<file path="src/rtl/rv32_pkg.sv">
// shared types and constants of the rv32im execute unit
// no dependencies
package rv32_pkg;
	localparam int REG_COUNT_DEF = 32;
	localparam logic [31:0] RESET_PC_DEF = 32'h8000_0000;

	localparam logic [6:0] OPC_LUI    = 7'b0110111;
	localparam logic [6:0] OPC_AUIPC  = 7'b0010111;
	localparam logic [6:0] OPC_JAL    = 7'b1101111;
	localparam logic [6:0] OPC_JALR   = 7'b1100111;
	localparam logic [6:0] OPC_BRANCH = 7'b1100011;
	localparam logic [6:0] OPC_REG    = 7'b0110011;
	localparam logic [6:0] OPC_IMM    = 7'b0010011;
	localparam logic [6:0] OPC_STORE  = 7'b0100011;
	localparam logic [6:0] OPC_LOAD   = 7'b0000011;
	localparam logic [6:0] OPC_SYSTEM = 7'b1110011;
	localparam logic [31:0] EBREAK_WORD = 32'h0010_0073;
	localparam logic [4:0] A0_IDX = 5'b01010;

	localparam logic [6:0] F7_BASE = 7'h00;
	localparam logic [6:0] F7_MD   = 7'h01;
	localparam logic [6:0] F7_ALT  = 7'h20;

	localparam logic [1:0] TRAP_NONE  = 2'd0;
	localparam logic [1:0] TRAP_EBRK  = 2'd1;
	localparam logic [1:0] TRAP_ILL   = 2'd2;
	localparam logic [1:0] TRAP_SEQ   = 2'd3;

	localparam logic [1:0] MEM_NONE  = 2'd0;
	localparam logic [1:0] MEM_READ  = 2'd1;
	localparam logic [1:0] MEM_WRITE = 2'd2;

	localparam logic OP_EXEC = 1'b0;
	localparam logic OP_LOAD_RET = 1'b1;

	// commands from the controller to the datapath
	typedef struct packed {
		logic latch_in;
		logic rd_sel_a;
		logic cap_a;
		logic md_start;
		logic commit;
	} rv32_cmd_t;

	// status from the datapath to the controller
	typedef struct packed {
		logic need_md;
		logic md_done;
		logic out_free;
	} rv32_status_t;
endpackage

</file>
<file path="src/rtl/rv32im_execute_unit.sv">
// top level of the rv32im execute unit
// depends on rv32_pkg, rv32_ctrl, rv32_dp (with rv32_ram, rv32_mdu)
//
// usage
//  - input channel (in_valid/in_stall): one word per item; op 0 carries the
//    instruction at the current pc, op 1 carries raw data for a pending load
//  - output channel (out_valid/out_stall): one result word per input word,
//    next pc, memory request, register update and trap code
//  - results: registered in the output register at commit; multiply and
//    divide ops first iterate in the one-bit-per-cycle shared unit
//  - a new item is accepted only after the previous one commits; the
//    register file is read through its single registered port, rs1 then rs2
//  - a finished result sits in the output register; the next word is
//    accepted meanwhile and the following result waits until it is taken
//  - apb port: reset_pc at byte address 0, pready always high
//  - reset: pc loads the reset value of reset_pc, no load pending, every
//    register reads zero (per-entry valid bits, no clearing pass)
//  - a stalled receiver holds the result stable and stops execution at the
//    commit point; architectural state changes only at commit
module rv32im_execute_unit import rv32_pkg::*; #(
	parameter int REG_COUNT = REG_COUNT_DEF
) (
	input  logic        clk,
	input  logic        arst_n,
	input  logic        psel,
	input  logic        penable,
	input  logic        pwrite,
	input  logic [2:0]  paddr,
	input  logic [31:0] pwdata,
	output logic [31:0] prdata,
	output logic        pready,
	input  logic        in_valid,
	output logic        in_stall,
	input  logic        op,
	input  logic [31:0] instruction,
	input  logic [31:0] load_data,
	output logic        out_valid,
	input  logic        out_stall,
	output logic [31:0] next_pc,
	output logic [1:0]  mem_request,
	output logic [31:0] mem_address,
	output logic [2:0]  mem_bytes,
	output logic [31:0] mem_write_data,
	output logic        reg_written,
	output logic [4:0]  reg_index,
	output logic [31:0] reg_value,
	output logic [1:0]  trap,
	output logic [31:0] trap_value
);
	rv32_cmd_t    cmd;
	rv32_status_t status;

	// zero wait state config access
	assign pready = 1'b1;

	// sequencer: latch, read rs1, read rs2, execute or iterate, commit
	rv32_ctrl u_ctrl (
		.clk      (clk),
		.arst_n   (arst_n),
		.in_valid (in_valid),
		.in_stall (in_stall),
		.status   (status),
		.cmd      (cmd)
	);

	// register file, pc, decode, alu, mul/div unit and output register
	rv32_dp #(
		.REG_COUNT (REG_COUNT)
	) u_dp (
		.clk            (clk),
		.arst_n         (arst_n),
		.cmd            (cmd),
		.status         (status),
		.op             (op),
		.instruction    (instruction),
		.load_data      (load_data),
		.psel           (psel),
		.penable        (penable),
		.pwrite         (pwrite),
		.paddr          (paddr),
		.pwdata         (pwdata),
		.prdata         (prdata),
		.out_valid      (out_valid),
		.out_stall      (out_stall),
		.next_pc        (next_pc),
		.mem_request    (mem_request),
		.mem_address    (mem_address),
		.mem_bytes      (mem_bytes),
		.mem_write_data (mem_write_data),
		.reg_written    (reg_written),
		.reg_index      (reg_index),
		.reg_value      (reg_value),
		.trap           (trap),
		.trap_value     (trap_value)
	);
endmodule

</file>
<file path="src/rtl/rv32_ram.sv">
// generic single write, single read ram with registered read data
// no dependencies
module rv32_ram #(
	parameter int WIDTH = 32,
	parameter int DEPTH = 32
) (
	input  logic                     clk,
	input  logic                     we,
	input  logic [$clog2(DEPTH)-1:0] waddr,
	input  logic [WIDTH-1:0]         wdata,
	input  logic [$clog2(DEPTH)-1:0] raddr,
	output logic [WIDTH-1:0]         rdata
);
	logic [WIDTH-1:0] mem_q [DEPTH];
	logic [WIDTH-1:0] rdata_q;

	always_ff @(posedge clk) begin
		if (we) begin
			mem_q[waddr] <= wdata;
		end
		rdata_q <= mem_q[raddr];
	end

	assign rdata = rdata_q;
endmodule

</file>
<file path="src/rtl/rv32_mdu.sv">
// iterative shift-add multiplier and restoring divider on magnitudes
// one bit per cycle; no dependencies
module rv32_mdu (
	input  logic        clk,
	input  logic        arst_n,
	input  logic        start,
	input  logic        is_div,
	input  logic [31:0] a_mag,
	input  logic [31:0] b_mag,
	output logic        done,
	output logic [31:0] hi,
	output logic [31:0] lo
);
	logic        busy_q;
	logic        done_q;
	logic        div_q;
	logic [4:0]  cnt_q;
	logic [31:0] hi_q;
	logic [31:0] lo_q;
	logic [31:0] b_q;
	logic [32:0] sum;
	logic [32:0] shifted;
	logic [33:0] diff;

	assign sum     = {1'b0, hi_q} + {1'b0, b_q};
	assign shifted = {hi_q, lo_q[31]};
	assign diff    = {1'b0, shifted} - {2'b00, b_q};

	always_ff @(posedge clk or negedge arst_n) begin
		if (!arst_n) begin
			busy_q <= 1'b0;
			done_q <= 1'b0;
			cnt_q  <= '0;
		end else begin
			done_q <= 1'b0;
			if (start) begin
				busy_q <= 1'b1;
				cnt_q  <= '0;
			end else if (busy_q) begin
				cnt_q <= cnt_q + 5'd1;
				if (cnt_q == 5'd31) begin
					busy_q <= 1'b0;
					done_q <= 1'b1;
				end
			end
		end
	end

	always_ff @(posedge clk) begin
		if (start) begin
			div_q <= is_div;
			hi_q  <= '0;
			lo_q  <= a_mag;
			b_q   <= b_mag;
		end else if (busy_q) begin
			if (div_q) begin
				// restoring step: keep the difference when no borrow
				if (!diff[33]) begin
					hi_q <= diff[31:0];
					lo_q <= {lo_q[30:0], 1'b1};
				end else begin
					hi_q <= shifted[31:0];
					lo_q <= {lo_q[30:0], 1'b0};
				end
			end else if (lo_q[0]) begin
				hi_q <= sum[32:1];
				lo_q <= {sum[0], lo_q[31:1]};
			end else begin
				hi_q <= hi_q >> 1;
				lo_q <= {hi_q[0], lo_q[31:1]};
			end
		end
	end

	assign done = done_q;
	assign hi   = hi_q;
	assign lo   = lo_q;
endmodule

</file>
<file path="src/rtl/rv32_ctrl.sv">
// controller state machine of the rv32im execute unit
// depends on rv32_pkg
module rv32_ctrl import rv32_pkg::*; (
	input  logic         clk,
	input  logic         arst_n,
	input  logic         in_valid,
	output logic         in_stall,
	input  rv32_status_t status,
	output rv32_cmd_t    cmd
);
	typedef enum logic [5:0] {
		S_IDLE = 6'b000001,
		S_RDA  = 6'b000010,
		S_RDB  = 6'b000100,
		S_EXEC = 6'b001000,
		S_MD   = 6'b010000,
		S_FIN  = 6'b100000
	} state_t;

	state_t state_q;
	state_t state_d;

	always_comb begin
		state_d  = state_q;
		cmd      = '0;
		in_stall = 1'b1;
		case (state_q)
			S_IDLE: begin
				in_stall = 1'b0;
				if (in_valid) begin
					cmd.latch_in = 1'b1;
					state_d = S_RDA;
				end
			end
			S_RDA: begin
				cmd.rd_sel_a = 1'b1;
				state_d = S_RDB;
			end
			S_RDB: begin
				cmd.cap_a = 1'b1;
				state_d = S_EXEC;
			end
			S_EXEC: begin
				if (status.need_md) begin
					cmd.md_start = 1'b1;
					state_d = S_MD;
				end else if (status.out_free) begin
					cmd.commit = 1'b1;
					state_d = S_IDLE;
				end
			end
			S_MD: begin
				if (status.md_done) begin
					state_d = S_FIN;
				end
			end
			S_FIN: begin
				if (status.out_free) begin
					cmd.commit = 1'b1;
					state_d = S_IDLE;
				end
			end
			default: begin
				state_d = S_IDLE;
			end
		endcase
	end

	always_ff @(posedge clk or negedge arst_n) begin
		if (!arst_n) begin
			state_q <= S_IDLE;
		end else begin
			state_q <= state_d;
		end
	end
endmodule

</file>
<file path="src/rtl/rv32_dp.sv">
// datapath: register file, pc, decode, alu, load return and output register
// depends on rv32_pkg, rv32_ram, rv32_mdu
module rv32_dp import rv32_pkg::*; #(
	parameter int REG_COUNT = REG_COUNT_DEF
) (
	input  logic         clk,
	input  logic         arst_n,
	input  rv32_cmd_t    cmd,
	output rv32_status_t status,
	input  logic         op,
	input  logic [31:0]  instruction,
	input  logic [31:0]  load_data,
	input  logic         psel,
	input  logic         penable,
	input  logic         pwrite,
	input  logic [2:0]   paddr,
	input  logic [31:0]  pwdata,
	output logic [31:0]  prdata,
	output logic         out_valid,
	input  logic         out_stall,
	output logic [31:0]  next_pc,
	output logic [1:0]   mem_request,
	output logic [31:0]  mem_address,
	output logic [2:0]   mem_bytes,
	output logic [31:0]  mem_write_data,
	output logic         reg_written,
	output logic [4:0]   reg_index,
	output logic [31:0]  reg_value,
	output logic [1:0]   trap,
	output logic [31:0]  trap_value
);
	localparam int AW = $clog2(REG_COUNT);

	logic                 op_q;
	logic [31:0]          inst_q;
	logic [31:0]          ld_q;
	logic [31:0]          a_q;
	logic [31:0]          pc_q;
	logic [31:0]          reset_pc_q;
	logic                 pend_q;
	logic [4:0]           pdest_q;
	logic [2:0]           pkind_q;
	logic [REG_COUNT-1:0] vld_q;
	logic                 out_valid_q;

	logic [4:0]    rsa;
	logic [4:0]    rs2;
	logic [AW-1:0] raddr;
	logic [31:0]   rdata;
	logic [31:0]   b;
	logic          ram_we;

	logic [6:0]  opc;
	logic [2:0]  f3;
	logic [6:0]  f7;
	logic [4:0]  rd;
	logic [31:0] immi;
	logic [31:0] imms;
	logic [31:0] immb;
	logic [31:0] immj;
	logic [31:0] immu;

	logic        x_md;
	logic [31:0] x_next;
	logic [1:0]  x_trap;
	logic [31:0] x_tv;
	logic        x_wr;
	logic [4:0]  x_idx;
	logic [31:0] x_val;
	logic [1:0]  x_req;
	logic [31:0] x_addr;
	logic [2:0]  x_bytes;
	logic [31:0] x_wdata;
	logic        x_ld;
	logic        x_clr_pend;
	logic        x_take;
	logic        x_commit_wr;

	logic        sa;
	logic        sb;
	logic [31:0] a_mag;
	logic [31:0] b_mag;
	logic        md_done;
	logic [31:0] md_hi;
	logic [31:0] md_lo;
	logic [63:0] prod;
	logic [31:0] md_val;

	function automatic logic reg_ok(logic [4:0] idx, logic [REG_COUNT-1:0] vld);
		reg_ok = (idx != 5'd0) && (32'(idx) < REG_COUNT) && vld[idx[AW-1:0]];
	endfunction

	assign rsa   = (inst_q == EBREAK_WORD) ? A0_IDX : inst_q[19:15];
	assign rs2   = inst_q[24:20];
	assign raddr = cmd.rd_sel_a ? rsa[AW-1:0] : rs2[AW-1:0];
	assign b     = reg_ok(rs2, vld_q) ? rdata : 32'd0;

	assign opc  = inst_q[6:0];
	assign f3   = inst_q[14:12];
	assign f7   = inst_q[31:25];
	assign rd   = inst_q[11:7];
	assign immi = {{20{inst_q[31]}}, inst_q[31:20]};
	assign imms = {{20{inst_q[31]}}, inst_q[31:25], inst_q[11:7]};
	assign immb = {{19{inst_q[31]}}, inst_q[31], inst_q[7], inst_q[30:25], inst_q[11:8], 1'b0};
	assign immj = {{11{inst_q[31]}}, inst_q[31], inst_q[19:12], inst_q[20], inst_q[30:21],
		1'b0};
	assign immu = {inst_q[31:12], 12'd0};

	// operand signs for the multiply and divide ops
	assign sa    = a_q[31] && (f3 == 3'd1 || f3 == 3'd2 || f3 == 3'd4 || f3 == 3'd6);
	assign sb    = b[31] && (f3 == 3'd1 || f3 == 3'd4 || f3 == 3'd6);
	assign a_mag = sa ? (32'd0 - a_q) : a_q;
	assign b_mag = sb ? (32'd0 - b) : b;
	assign prod  = (sa ^ sb) ? (64'd0 - {md_hi, md_lo}) : {md_hi, md_lo};

	always_comb begin
		case (f3)
			3'd0:    md_val = prod[31:0];
			3'd1,
			3'd2,
			3'd3:    md_val = prod[63:32];
			3'd4:    md_val = ((sa ^ sb) && b != 32'd0) ? (32'd0 - md_lo) : md_lo;
			3'd5:    md_val = md_lo;
			3'd6:    md_val = sa ? (32'd0 - md_hi) : md_hi;
			default: md_val = md_hi;
		endcase
	end

	rv32_mdu u_mdu (
		.clk    (clk),
		.arst_n (arst_n),
		.start  (cmd.md_start),
		.is_div (f3[2]),
		.a_mag  (a_mag),
		.b_mag  (b_mag),
		.done   (md_done),
		.hi     (md_hi),
		.lo     (md_lo)
	);

	// decode and execute of the latched word
	always_comb begin
		x_md       = 1'b0;
		x_next     = pc_q + 32'd4;
		x_trap     = TRAP_NONE;
		x_tv       = 32'd0;
		x_wr       = 1'b0;
		x_idx      = rd;
		x_val      = 32'd0;
		x_req      = MEM_NONE;
		x_addr     = 32'd0;
		x_bytes    = 3'd0;
		x_wdata    = 32'd0;
		x_ld       = 1'b0;
		x_clr_pend = 1'b0;
		x_take     = 1'b0;
		if (op_q == OP_LOAD_RET) begin
			x_next = pc_q;
			if (!pend_q) begin
				x_trap = TRAP_SEQ;
			end else begin
				x_wr       = 1'b1;
				x_idx      = pdest_q;
				x_clr_pend = 1'b1;
				case (pkind_q)
					3'd0:    x_val = {{24{ld_q[7]}}, ld_q[7:0]};
					3'd1:    x_val = {{16{ld_q[15]}}, ld_q[15:0]};
					3'd4:    x_val = {24'd0, ld_q[7:0]};
					3'd5:    x_val = {16'd0, ld_q[15:0]};
					default: x_val = ld_q;
				endcase
			end
		end else if (pend_q) begin
			x_trap = TRAP_SEQ;
		end else begin
			case (opc)
				OPC_LUI: begin
					x_wr  = 1'b1;
					x_val = immu;
				end
				OPC_AUIPC: begin
					x_wr  = 1'b1;
					x_val = pc_q + immu;
				end
				OPC_JAL: begin
					x_wr   = 1'b1;
					x_val  = pc_q + 32'd4;
					x_next = pc_q + immj;
				end
				OPC_JALR: begin
					if (f3 != 3'd0) begin
						x_trap = TRAP_ILL;
					end else begin
						x_wr   = 1'b1;
						x_val  = pc_q + 32'd4;
						x_next = (a_q + immi) & ~32'd1;
					end
				end
				OPC_BRANCH: begin
					case (f3)
						3'd0:    x_take = (a_q == b);
						3'd1:    x_take = (a_q != b);
						3'd4:    x_take = $signed(a_q) < $signed(b);
						3'd5:    x_take = $signed(a_q) >= $signed(b);
						3'd6:    x_take = a_q < b;
						3'd7:    x_take = a_q >= b;
						default: x_trap = TRAP_ILL;
					endcase
					if (x_take) begin
						x_next = pc_q + immb;
					end
				end
				OPC_REG: begin
					x_wr = 1'b1;
					if (f7 == F7_MD) begin
						x_md  = 1'b1;
						x_val = md_val;
					end else if (f7 == F7_ALT) begin
						if (f3 == 3'd0) begin
							x_val = a_q - b;
						end else if (f3 == 3'd5) begin
							x_val = 32'($signed(a_q) >>> b[4:0]);
						end else begin
							x_trap = TRAP_ILL;
						end
					end else if (f7 != F7_BASE) begin
						x_trap = TRAP_ILL;
					end else begin
						case (f3)
							3'd0:    x_val = a_q + b;
							3'd1:    x_val = a_q << b[4:0];
							3'd2:    x_val = {31'd0, $signed(a_q) < $signed(b)};
							3'd3:    x_val = {31'd0, a_q < b};
							3'd4:    x_val = a_q ^ b;
							3'd5:    x_val = a_q >> b[4:0];
							3'd6:    x_val = a_q | b;
							default: x_val = a_q & b;
						endcase
					end
				end
				OPC_IMM: begin
					x_wr = 1'b1;
					case (f3)
						3'd0: x_val = a_q + immi;
						3'd1: begin
							x_val = a_q << immi[4:0];
							if (f7 != F7_BASE) x_trap = TRAP_ILL;
						end
						3'd2: x_val = {31'd0, $signed(a_q) < $signed(immi)};
						3'd3: x_val = {31'd0, a_q < immi};
						3'd4: x_val = a_q ^ immi;
						3'd5: begin
							if (f7 == F7_BASE) begin
								x_val = a_q >> immi[4:0];
							end else if (f7 == F7_ALT) begin
								x_val = 32'($signed(a_q) >>> immi[4:0]);
							end else begin
								x_trap = TRAP_ILL;
							end
						end
						3'd6:    x_val = a_q | immi;
						default: x_val = a_q & immi;
					endcase
				end
				OPC_STORE: begin
					if (f3 > 3'd2) begin
						x_trap = TRAP_ILL;
					end else begin
						x_req   = MEM_WRITE;
						x_addr  = a_q + imms;
						x_bytes = 3'd1 << f3[1:0];
						x_wdata = b;
					end
				end
				OPC_LOAD: begin
					if (f3 == 3'd3 || f3 > 3'd5) begin
						x_trap = TRAP_ILL;
					end else begin
						x_req   = MEM_READ;
						x_addr  = a_q + immi;
						x_bytes = 3'd1 << f3[1:0];
						x_ld    = 1'b1;
					end
				end
				OPC_SYSTEM: begin
					if (inst_q == EBREAK_WORD) begin
						x_trap = TRAP_EBRK;
						x_tv   = a_q;
					end else begin
						x_trap = TRAP_ILL;
					end
				end
				default: x_trap = TRAP_ILL;
			endcase
		end
	end

	assign x_commit_wr = (x_trap == TRAP_NONE) && x_wr && (x_idx != 5'd0) &&
		(32'(x_idx) < REG_COUNT);
	assign ram_we = cmd.commit && x_commit_wr;

	rv32_ram #(
		.WIDTH (32),
		.DEPTH (REG_COUNT)
	) u_rf (
		.clk   (clk),
		.we    (ram_we),
		.waddr (x_idx[AW-1:0]),
		.wdata (x_val),
		.raddr (raddr),
		.rdata (rdata)
	);

	assign status.need_md  = x_md && (x_trap == TRAP_NONE);
	assign status.md_done  = md_done;
	assign status.out_free = !out_valid_q || !out_stall;

	// control state
	always_ff @(posedge clk or negedge arst_n) begin
		if (!arst_n) begin
			pc_q        <= RESET_PC_DEF;
			reset_pc_q  <= RESET_PC_DEF;
			pend_q      <= 1'b0;
			pdest_q     <= '0;
			pkind_q     <= '0;
			vld_q       <= '0;
			out_valid_q <= 1'b0;
		end else begin
			if (psel && penable && pwrite && paddr == 3'd0) begin
				reset_pc_q <= pwdata;
			end
			if (out_valid_q && !out_stall && !cmd.commit) begin
				out_valid_q <= 1'b0;
			end
			if (cmd.commit) begin
				out_valid_q <= 1'b1;
				if (x_trap == TRAP_NONE) begin
					pc_q <= x_next;
					if (x_ld) begin
						pend_q  <= 1'b1;
						pdest_q <= rd;
						pkind_q <= f3;
					end else if (x_clr_pend) begin
						pend_q <= 1'b0;
					end
				end
				if (ram_we) begin
					vld_q[x_idx[AW-1:0]] <= 1'b1;
				end
			end
		end
	end

	// payload registers
	always_ff @(posedge clk) begin
		if (cmd.latch_in) begin
			op_q   <= op;
			inst_q <= instruction;
			ld_q   <= load_data;
		end
		if (cmd.cap_a) begin
			a_q <= reg_ok(rsa, vld_q) ? rdata : 32'd0;
		end
		if (cmd.commit) begin
			trap       <= x_trap;
			trap_value <= x_tv;
			if (x_trap != TRAP_NONE) begin
				next_pc        <= pc_q;
				mem_request    <= MEM_NONE;
				mem_address    <= 32'd0;
				mem_bytes      <= 3'd0;
				mem_write_data <= 32'd0;
				reg_written    <= 1'b0;
				reg_index      <= 5'd0;
				reg_value      <= 32'd0;
			end else begin
				next_pc        <= x_next;
				mem_request    <= x_req;
				mem_address    <= x_addr;
				mem_bytes      <= x_bytes;
				mem_write_data <= x_wdata;
				reg_written    <= x_commit_wr;
				reg_index      <= x_commit_wr ? x_idx : 5'd0;
				reg_value      <= x_commit_wr ? x_val : 32'd0;
			end
		end
	end

	assign prdata    = (paddr == 3'd0) ? reset_pc_q : 32'd0;
	assign out_valid = out_valid_q;
endmodule

</file>
<file path="config.mk">
export PLATFORM = sky130hd
export DESIGN_NAME = rv32im_execute_unit
export DESIGN_NICKNAME = d
export VERILOG_FILES = /design/src/rtl/rv32_pkg.sv /design/src/rtl/rv32im_execute_unit.sv /design/src/rtl/rv32_ram.sv /design/src/rtl/rv32_mdu.sv /design/src/rtl/rv32_ctrl.sv /design/src/rtl/rv32_dp.sv
export SDC_FILE = /design/constraint.sdc
export NUM_CORES = 2
export LEC_CHECK = 0
export BUFFER_PORTS_ARGS = -buffer_cell sky130_fd_sc_hd__buf_2
export CORE_MARGIN = 2
export CORE_UTILIZATION = 40
export CTS_CLUSTER_SIZE = 28
export DETAILED_ROUTE_END_ITERATION = 16
export HOLD_SLACK_MARGIN = 0.02
export SLEW_MARGIN = 30
export SYNTH_ARGS = -nofsm -noshare
export SYNTH_HDL_FRONTEND = slang
export SYNTH_HIERARCHICAL = 1
export SYNTH_SLANG_ARGS = --single-unit
</file>
<file path="constraint.sdc">
create_clock -name clk -period 8.8 [get_ports clk]
set_clock_uncertainty 0.15 [all_clocks]
set_input_delay 0 -clock clk [delete_from_list [all_inputs] [get_ports clk]]
set_output_delay 0 -clock clk [all_outputs]
set_load 0.05 [all_outputs]
</file>
==> impl_metrics.yaml <==
clock_network:
  path_clk_slew_ns: 0.06
  cts_resized: 0
  cts_hold_buf: 233
  cts_max_level: 4
  numCtsBuffers: 169
  clock_sinks: 1542
  clockRootBuffer: "clkbuf_16"
  cts_max_path_buffers: 3
  clk-insertion-delay-late_ns: 0.90
  postCtsSetupRepairBufs: 0
  cts_tree: "yes"
sta:
  fin_crit_ns: 8.20
  tightestPinTransition_ns: 1.21
  maxSlewHeadroom_pct: 18.8
  max_clock_freq_ghz: 0.122
  tns_ns: 0
  final-max-slew-violation-count: 0
  setup_viol: 0
  rsz0062_at_grt: "false"
  hold_viol_final: 0
  fin_crit_sh_pct: 93.2
logic_synthesis:
  ys_ff_latch: 1542
  synth_fp_nets: 9840
  yosysMostFrequentCell: "edfxtp_1"
  async_reset_ff_share_pct: 7.72
  synth_edf_count: 1359
  synth_seq_area_share_pct: 46.7
  syn_inst: 9398
  synthFlopType: "edfxtp_1"
  ys_warn_count: 6
  yosysTopAreaCell: "edfxtp_1"
  syn_area_per_cell_um2: 10.3
  syn-cell-area_um2: 96600
  synth_area_leaders: "edfxtp_1, mux2i_1, ha_1"
  synth.distinct_cells: 127
  synth_top_area_share_pct: 42.3
  synthTopCellsByCount: "edfxtp_1, nor2_1, nand2_1"
placement:
  dp_hpwl_mm: 377
  place_congestion: 1.12
  portBuffers: 313
  dp_cells: 12664
critical_path:
  crit_start: "u_dp/inst_q[21]$_DFFE_PP_"
  worst-setup-path-type: "flop to flop"
  end_kind: "flop"
  cp_common_cell: "buf_4"
  arrival_ns: 8.67
  reg2reg_depth: 19
  slowest_delay_ns: 0.83
  crit_path_start_kind: "flop"
  cp.depth: 19
  crit_end: "u_dp/next_pc[17]$_DFFE_PP_"
  ff2ff_setup_slack_ns: 0.60
  required_ns: 9.26
  crit_family: "simple AND/OR/NAND/NOR gates"
  timing.rr.end: "u_dp/next_pc[17]$_DFFE_PP_"
  cp_max_fo: 39
  cpMaxStageDelayCell: "nor2_2"
  r2r_start: "u_dp/inst_q[21]$_DFFE_PP_"
  path_buf_inv: 5
  crit_chain: "buf_4 > mux4_2 > o2111ai_1 > nand4_1 > buf_4 > buf_4 > nand2_1 > ha_1 > inv_1 > nand3_1 > or4_1 > nor4b_1 > o211ai_1 > a31oi_1 > nand4_2 > nor2_2 > buf_4 > o311ai_2 > mux2_2"
global_routing:
  antenna_found_initial: 82
  grt.total_usage_pct: 41.8
  grt-ovfl-total: 0
  grt_max_degree: 119
  grt_pass1_vias: 82898
  grt_first_pass_wirelength_mm: 708
run:
  max-cap-violations: 0
drt:
  ant_nets: 0
  drt_wl_total_mm: 528
  num_vias: 90005
  dr.pass1.iters: 7
  dr.first_iter.drc_count: 14334
  drc_errors: 0
  via_per_inst: 6.78
  wl_per_cell_um: 39.8
die:
  dieArea_um2: 245000
  initial_utilization_pct: 40.2
  core_um2: 240000
  io_pins: 315
  die_h_um: 495
  rows: 180
  fp.dieW_um: 495
finish:
  regMostFlops: "u_dp/u_rf/mem_q"
  largest_register_ffs: 1024
  drive_above_1_share_pct: 14.8
  fin_nets: 10331
  stdcell_count: 13268
  area_growth_pct: 16.2
worst_hold_path:
  hold_class: "input port to flop"
power_and_ir_drop:
  worst_ir_drop_vdd_mv: 0.194
  p_leak_nw: 44.1
  power_density_nw_per_um2: 255
run_status:
  outcome: "finished clean"
-- cells by family (layout without fill, tap and decap cells) --
logic type,after synthesis,in the layout,synth area share (%)
other,1,49,0.00388
adders and majority gates,347,347,4.53
buffers and inverters,955,1592,4.23
DFF,1542,1542,46.7
xor gates and xnor gates,343,343,3.11
muxes,796,796,9.41
AOI/OAI and AO/OA,2822,2822,19.4
and+or+nand+nor,2592,2592,12.6
-- cells in the final DEF, fill, tap and decap left out, drive strengths merged, types with 81 or more instances in the layout --
| cell | netlist | final |
|---|---|---|
| a21oi | 722 | 722 |
| dfrtp | 116 | 116 |
| edfxtp | 1359 | 1359 |
| nand2 | 746 | 746 |
| a211oi | 114 | 114 |
| a31oi | 146 | 146 |
| a221oi | 82 | 82 |
| a21o | 128 | 128 |
| clkbuf | 484 | 215 |
| nor2 | 749 | 749 |
| buf | 227 | 799 |
| o211ai | 89 | 89 |
| ha | 326 | 326 |
| xnor2 | 232 | 232 |
| o21bai | 95 | 95 |
| mux2i | 643 | 643 |
| a22o | 81 | 81 |
| nor3 | 229 | 229 |
| inv | 231 | 240 |
| xor2 | 111 | 111 |
| mux4 | 82 | 82 |
| and2 | 126 | 126 |
| o21ai | 571 | 571 |
| and3 | 86 | 86 |
| a22oi | 154 | 154 |
| dlygate4sd3 | 0 | 232 |
| nand3 | 239 | 239 |
-- metal layers --
layer	vias to the layer above	track usage [%]	wire (µm)
li1	36885	-	-
met1	44873	53.9	204000
met2	6565	60.1	221000
met3	1636	13.0	60600
met4	46	27.6	42100
met5	-	0	393
-- worst min-delay path by stage --
stage,start,depth (start not counted),to,slack (ns)
final,in_valid,5,u_ctrl/state_q[0]$_DFFE_PN1P_,0.14
after detailed placement,arst_n,1,u_dp/pc_q[24]$_DFFE_PN0P_,-0.09
after global placement,arst_n,1,u_dp/pc_q[24]$_DFFE_PN0P_,-0.09
after global routing,in_valid,5,u_ctrl/state_q[0]$_DFFE_PN1P_,0.13
after floorplan,arst_n,0,u_ctrl/state_q[1]$_DFFE_PN0P_,-0.45
after CTS,in_valid,5,u_ctrl/state_q[0]$_DFFE_PN1P_,0.08
-- final cells by class --
| class | count | area [µm²] |
|---|---|---|
| antenna | 48 | 120 |
| clock inverter | 102 | 1400 |
| inverter | 244 | 922 |
| tap | 3185 | 3990 |
| clock buffer | 215 | 4500 |
| fill | 22259 | 128000 |
| timing repair buffer | 1031 | 7920 |
| sequential | 1542 | 45100 |
| multi-input combinational | 6901 | 48300 |
-- worst register-to-register path, cell delays in order, from the launching register on --
cell and delay, ns:
edfxtp_1 0.46, buf_4 0.53, mux4_2 0.63, o2111ai_1 0.47, nand4_1 0.36, buf_4 0.34, buf_4 0.35, nand2_1 0.25
ha_1 0.33, inv_1 0.20, nand3_1 0.20, or4_1 0.70, nor4b_1 0.35, o211ai_1 0.39, a31oi_1 0.48, nand4_2 0.30
nor2_2 0.83, buf_4 0.29, o311ai_2 0.12, mux2_2 0.28
-- where the power goes --
part | switching (mW) | leakage [nW] | internal [mW] | total (mW)
Clock | 3.23 | 2.83 | 4.26 | 7.49
Combinational | 9.03 | 24.3 | 3.62 | 12.7
Sequential | 0.321 | 17.0 | 8.11 | 8.43
Total | 12.6 | 44.1 | 16.0 | 28.6
-- stage by stage --
step / worst slack (ns) / area, µm² / power, mW / utilization (%) / hold slack [ns]
CTS: 0.860 / 112000 / 27.9 / 46.6 / 0.0833
floorplan: 1.42 / 96600 / 15.2 / - / -0.446
global route: 0.558 / 112000 / 29.1 / 46.7 / 0.130
global placement: 1.01 / 104000 / 20.3 / 43.1 / -0.0896
detailed placement: 0.794 / 104000 / 20.3 / 43.2 / -0.0926
finish: 0.596 / 112000 / 28.6 / 46.7 / 0.137
Power figures use the tool's default switching activity.
